File: config.mk
export PLATFORM = sky130hd
export DESIGN_NAME = pmq_ram
export DESIGN_NICKNAME = d
export VERILOG_FILES = /design/src/design/pmq_pkg.sv /design/src/design/pmq_ram.sv
export SDC_FILE = /design/constraint.sdc
export NUM_CORES = 1
export LEC_CHECK = 0
export ABC_AREA = 1
export BUFFER_PORTS_ARGS = -buffer_cell sky130_fd_sc_hd__buf_2
export CORE_UTILIZATION = 50
export CTS_CLUSTER_SIZE = 25
export DETAILED_ROUTE_END_ITERATION = 16
export GPL_TIMING_DRIVEN = 1
export HOLD_SLACK_MARGIN = 0.05
export PLACE_DENSITY = 0.73
export SYNTH_ARGS = -nofsm -noshare
export SYNTH_HDL_FRONTEND = slang
export SYNTH_SLANG_ARGS = --single-unit
export TNS_END_PERCENT = 5
File: constraint.sdc
create_clock -name clk -period 6.2 [get_ports clk]
set_input_delay 1.24 -clock clk [delete_from_list [all_inputs] [get_ports clk]]
set_output_delay 1.24 -clock clk [all_outputs]
set_load 0.03 [all_outputs]
File: src/design/pmq_pkg.sv
`timescale 1ns / 1ps
// Shared types and codes of the pruning message queue.
// Used by pmq_ram and pruning_message_queue_core; depends on nothing.
package pmq_pkg;

    localparam int CAPACITY_DEF = 64;
    localparam int KIND_W       = 5;

    // Request codes
    localparam logic FUNC_ENQ = 1'b0;
    localparam logic FUNC_DEQ = 1'b1;

    // Message kinds
    localparam logic [KIND_W-1:0] K_MODE        = 5'd0;
    localparam logic [KIND_W-1:0] K_TRACK       = 5'd1;
    localparam logic [KIND_W-1:0] K_DRAIN       = 5'd2;
    localparam logic [KIND_W-1:0] K_DELAY       = 5'd3;
    localparam logic [KIND_W-1:0] K_ENCSTREAM   = 5'd4;
    localparam logic [KIND_W-1:0] K_AUDENC      = 5'd5;
    localparam logic [KIND_W-1:0] K_METATEXT    = 5'd6;
    localparam logic [KIND_W-1:0] K_INTERRUPTED = 5'd7;
    localparam logic [KIND_W-1:0] K_HALT        = 5'd8;
    localparam logic [KIND_W-1:0] K_FLUSH       = 5'd9;
    localparam logic [KIND_W-1:0] K_WAIT        = 5'd10;
    localparam logic [KIND_W-1:0] K_DECSTREAM   = 5'd11;
    localparam logic [KIND_W-1:0] K_BITRATE     = 5'd12;
    localparam logic [KIND_W-1:0] K_PCM         = 5'd13;
    localparam logic [KIND_W-1:0] K_DSD         = 5'd14;
    localparam logic [KIND_W-1:0] K_SILENCE     = 5'd15;
    localparam logic [KIND_W-1:0] K_PLAYABLE    = 5'd16;
    localparam logic [KIND_W-1:0] K_QUIT        = 5'd17;
    localparam logic [KIND_W-1:0] K_LAST        = 5'd31;

    typedef struct packed {
        logic [KIND_W-1:0] kind;
        logic [15:0]       handle;
        logic [31:0]       jif;
        logic              ss;
        logic              mk;
    } entry_t;

    typedef struct packed {
        entry_t ent;
        logic   alive;
    } work_t;

    typedef enum logic [3:0] {
        ST_IDLE,
        ST_DEQ,
        ST_ENQ,
        ST_A_RD,
        ST_A_PROC,
        ST_A_ENT,
        ST_S_RD,
        ST_S_PROC,
        ST_D_RD,
        ST_D_PROC,
        ST_C_RD,
        ST_C_PROC
    } state_t;

endpackage

File: src/design/pmq_ram.sv
`timescale 1ns / 1ps
// Simple dual-port synchronous RAM, one write and one registered read port.
// Uses pmq_pkg for the default depth CAPACITY_DEF; no submodules.
module pmq_ram
    import pmq_pkg::*;
#(
    parameter int W     = 8,
    parameter int DEPTH = CAPACITY_DEF
)
(
    input  logic                     clk,
    input  logic                     we,
    input  logic [$clog2(DEPTH)-1:0] waddr,
    input  logic [W-1:0]             wdata,
    input  logic                     re,
    input  logic [$clog2(DEPTH)-1:0] raddr,
    output logic [W-1:0]             rdata
);

    logic [W-1:0] mem [DEPTH];

    // Write port
    always_ff @(posedge clk)
    begin
        if (we)
        begin
            mem[waddr] <= wdata;
        end
    end

    // Registered read, hold data between reads
    always_ff @(posedge clk)
    begin
        if (re)
        begin
            rdata <= mem[raddr];
        end
    end

endmodule
==> results.sh <==
export IMPL_flow_area_growth_from_synthesis_pct=8.05
export IMPL_tritoncts="built"
export IMPL_run_status="finished, final reports clean"
export IMPL_drt_antenna_violating_nets=0
export IMPL_ys_warnings_count=0
export IMPL_synth_simple_gate_area_share_pct=23.1
export IMPL_timing_hold_ws_ns=0.889
export IMPL_postSynthNetCount=1828
export IMPL_powerDensity_nw_per_um2=312
export IMPL_drt_pre_antenna_iters=5
export IMPL_critical_path_arrival_ns=4.18
export IMPL_timing_final_setup_violations=0
export IMPL_timing_clock_skew_ns=0.0274
export IMPL_grt_setup_unrepaired="no"
export IMPL_async_reset_ff_share_pct=0
export IMPL_post_layout_nonfiller_instances=2375
export IMPL_drt_vias_per_instance=5.84
export IMPL_total_wirelength_microns=50800
export IMPL_drc_errors=0
export IMPL_setup_worst_path_end_class="flop"
export IMPL_cts_repair_resized=0
export IMPL_final_min_clock_period_ns=3.74
export IMPL_post_cts_setup_buffer_count=0
export IMPL_place_hpwl_microns=28000
export IMPL_share_of_final_layout_standard_cells_stronger_than_drive_strength_1_pct=6.32
export IMPL_cellLeakagePower_nw=8.23
export IMPL_post_synth_most_frequent_cells="648 x sky130_fd_sc_hd__nand2_1, 520 x sky130_fd_sc_hd__edfxtp_1, 439 x sky130_fd_sc_hd__nand3_1, 56 x sky130_fd_sc_hd__nor2_1, 37 x sky130_fd_sc_hd__buf_2"
export IMPL_via_count=13868
export IMPL_n_fill_cell=3405
export IMPL_pwr_share_clk_pct=39.7
export IMPL_fmax_mhz=268
export IMPL_wl_met1_microns=20400
export IMPL_floorplan_die_height_microns=209
export IMPL_numPortBuffers=30
export IMPL_synth_area_sq_um=21400
export IMPL_synth_flop_cell="sky130_fd_sc_hd__edfxtp_1"
export IMPL_synth_most_common_cell="sky130_fd_sc_hd__nand2_1"
export IMPL_largest_net_degree_at_the_start_of_global_routing=142
export IMPL_reg2reg_depth=8
export IMPL_nets=1822
export IMPL_wl_met2_microns=24200
export IMPL_htree_num_levels=2
export IMPL_post_cts_hold_buffer_count=0
export IMPL_worst_hold_path_cell_count=8
export IMPL_net_switching_power_mw=1.58
export IMPL_cts_max_path_buffers=3
export IMPL_ys_top_cells_by_area="sky130_fd_sc_hd__edfxtp_1 73%, sky130_fd_sc_hd__nand2_1 11%, sky130_fd_sc_hd__nand3_1 10%"
export IMPL_met3RoutedLength_microns=4960
export IMPL_ios=31
export IMPL_hold_path_class="flop to flop"
export IMPL_synth_distinct_cells=15
export IMPL_groute_usage_overall_pct=23.6
export IMPL_avgRoutedWirePerCell_microns=21.4
export IMPL_synthMuxAreaShare_pct=0
export IMPL_finalHoldViolations=0
export IMPL_drt_first_iter_violations=1848
export IMPL_slew_violations=0
export IMPL_synth_largest_area_cell="sky130_fd_sc_hd__edfxtp_1"
export IMPL_synth_ff_latch_count=520
export IMPL_layout_worst_path_cycle_share_pct=60.3
export IMPL_power_sequential_fraction_pct=54.2
export IMPL_clk_latency_ns=0.57
export IMPL_cell_internal_pwr_mw=5.63
export IMPL_core_sq_um=42100
export IMPL_worstPathRequired_ns=6.64
export IMPL_peak_supply_drop_mv=0.181
export IMPL_critical_path_max_fanout=81
export IMPL_design_die_area_sq_um=43700
export IMPL_antenna_violations_before_repair=1
export IMPL_synth_enable_flop_cells=520
export IMPL_floorplan_initialDensity_pct=50.8
export IMPL_type_of_the_setup_path_with_the_least_slack="primary input to flop"
export IMPL_via_count_of_the_first_global_routing_pass=13410
export IMPL_layout_cell_area_non_filler_sq_um=23100
export IMPL_syn_instance_count=1805
export IMPL_final_core_utilization_pct=54.9
export IMPL_cts_buffers=50
export IMPL_synth_xor_area_share_pct=0
export IMPL_cts_root_buf="sky130_fd_sc_hd__clkbuf_16"
export IMPL_synth_adder_area_share_pct=0
export IMPL_post_dp_cell_area_sq_um=21600
export IMPL_fin_setup_tns_ns=0
export IMPL_cap_violations=0
export IMPL_cts_clk_slew_worst_paths_ns=0.07
export IMPL_rows=75
export IMPL_synth_seq_area_share_pct=72.9
export IMPL_synth_area_per_cell_sq_um=11.9
export IMPL_cts_sinks=520
export IMPL_die_width_microns=209
export IMPL_yosysTopAreaCellShare_pct=72.9
export IMPL_top_metal_layer_carrying_routed_signals="met5"
export IMPL_netSwitchingFraction_pct=21.9
export IMPL_globalRouteOverflowTotal=0
export IMPL_timing_slew_headroom_pct=18.7
export IMPL_dominant_combinational_cell_family_by_area_after_synthesis="simple AND/OR/NAND/NOR gates"
export IMPL_placedCellCount=2286
export IMPL_grt_first_pass_wirelength_microns=78600
export IMPL_placer_congestion=0.893
export IMPL_combPwrFrac_pct=6.1
export IMPL_n_antenna_cell=0
export IMPL_worst_slew_pin_transition_ns=1.22
export IMPL_worst_setup_path_start_kind="primary input"
export IMPL_complex_gate_fraction_of_the_synthesized_area_pct=0
==> sequential cells by signal, summed over array words and instances, names as in the netlist <==
| name | cells |
|---|---|
| mem | 512 |
| rdata | 8 |
==> area by class of cell <==
type | instances | area [sq um] | share of cell area, %
clock inverter | 18 | 158 | 0.681
sequential | 520 | 15600 | 67.5
multi-input combinational | 1160 | 4950 | 21.4
tap | 539 | 674 | 2.91
timing repair buffer | 55 | 347 | 1.50
clock buffer | 71 | 1350 | 5.84
inverter | 12 | 52.6 | 0.227
==> metal layers <==
layer	track usage, %	vias up
met4	6.95	2
met3	4.03	107
met5	0	-
met2	37.9	725
met1	33.2	6684
li1	-	6350
==> metrics by stage <==
| stage | worst slack [ns] | power, mW |
|---|---|---|
| after floorplan | 3.19 | 4.26 |
| after global placement | 2.11 | 4.41 |
| after detailed placement | 2.00 | 4.42 |
| after CTS | 2.59 | 7.23 |
| after global routing | 2.28 | 7.41 |
| final | 2.46 | 7.22 |
==> final timing paths <==
check,to,from,slack (ns)
max,rdata[6]$_DFFE_PP_,raddr[0],2.46
min,rdata[3]$_DFFE_PP_,mem[32][3]$_DFFE_PP_,0.89
max reg2reg,rdata[6]$_DFFE_PP_,mem[16][6]$_DFFE_PP_,4.63
min reg2reg,rdata[3]$_DFFE_PP_,mem[32][3]$_DFFE_PP_,0.89
==> worst max-delay path, cell delays in order <==
cell,delay [ns]
sky130_fd_sc_hd__buf_6,0.34
sky130_fd_sc_hd__buf_4,0.64
sky130_fd_sc_hd__buf_4,0.78
sky130_fd_sc_hd__nand2_1,0.14
sky130_fd_sc_hd__nand3_1,0.12
sky130_fd_sc_hd__nand3_1,0.13
sky130_fd_sc_hd__nand2_1,0.17
sky130_fd_sc_hd__nand2_1,0.07
sky130_fd_sc_hd__nand3_1,0.12
sky130_fd_sc_hd__nand3_1,0.17
sky130_fd_sc_hd__nand2_1,0.13
==> kinds of logic after synthesis <==
kind of cell           after synthesis
flip-flops                         520
buffers and inverters              125
AND/OR/NAND/NOR                   1160
==> power by group through the flow <==
stage	Clock, mW	Combinational (mW)	Sequential, mW
floorplan	0	0.274	3.99
global placement	0	0.423	3.98
detailed placement	0	0.432	3.98
CTS	2.88	0.434	3.91
global route	3.03	0.479	3.91
finish	2.87	0.439	3.91
==> cells in the final DEF, fill, tap and decap left out <==
| master | synthesis | final |
|---|---|---|
| sky130_fd_sc_hd__nand2_1 | 648 | 648 |
| sky130_fd_sc_hd__edfxtp_1 | 520 | 520 |
| sky130_fd_sc_hd__nand3_1 | 439 | 439 |
| sky130_fd_sc_hd__nor2_1 | 56 | 56 |
| sky130_fd_sc_hd__clkbuf_16 | 0 | 51 |
| sky130_fd_sc_hd__buf_2 | 37 | 28 |
| sky130_fd_sc_hd__buf_4 | 14 | 26 |
| sky130_fd_sc_hd__clkbuf_1 | 15 | 20 |
| sky130_fd_sc_hd__clkinv_1 | 0 | 11 |
| sky130_fd_sc_hd__inv_1 | 10 | 9 |
| sky130_fd_sc_hd__nand4_1 | 9 | 9 |
| sky130_fd_sc_hd__nor4_1 | 8 | 8 |
| sky130_fd_sc_hd__bufinv_16 | 0 | 3 |
| sky130_fd_sc_hd__inv_6 | 1 | 2 |
| sky130_fd_sc_hd__clkinv_2 | 0 | 2 |
| sky130_fd_sc_hd__inv_4 | 0 | 1 |
| sky130_fd_sc_hd__inv_2 | 1 | 1 |
| sky130_fd_sc_hd__clkinvlp_4 | 0 | 1 |
| sky130_fd_sc_hd__buf_6 | 35 | 1 |
(Power assumes the default switching activity.)
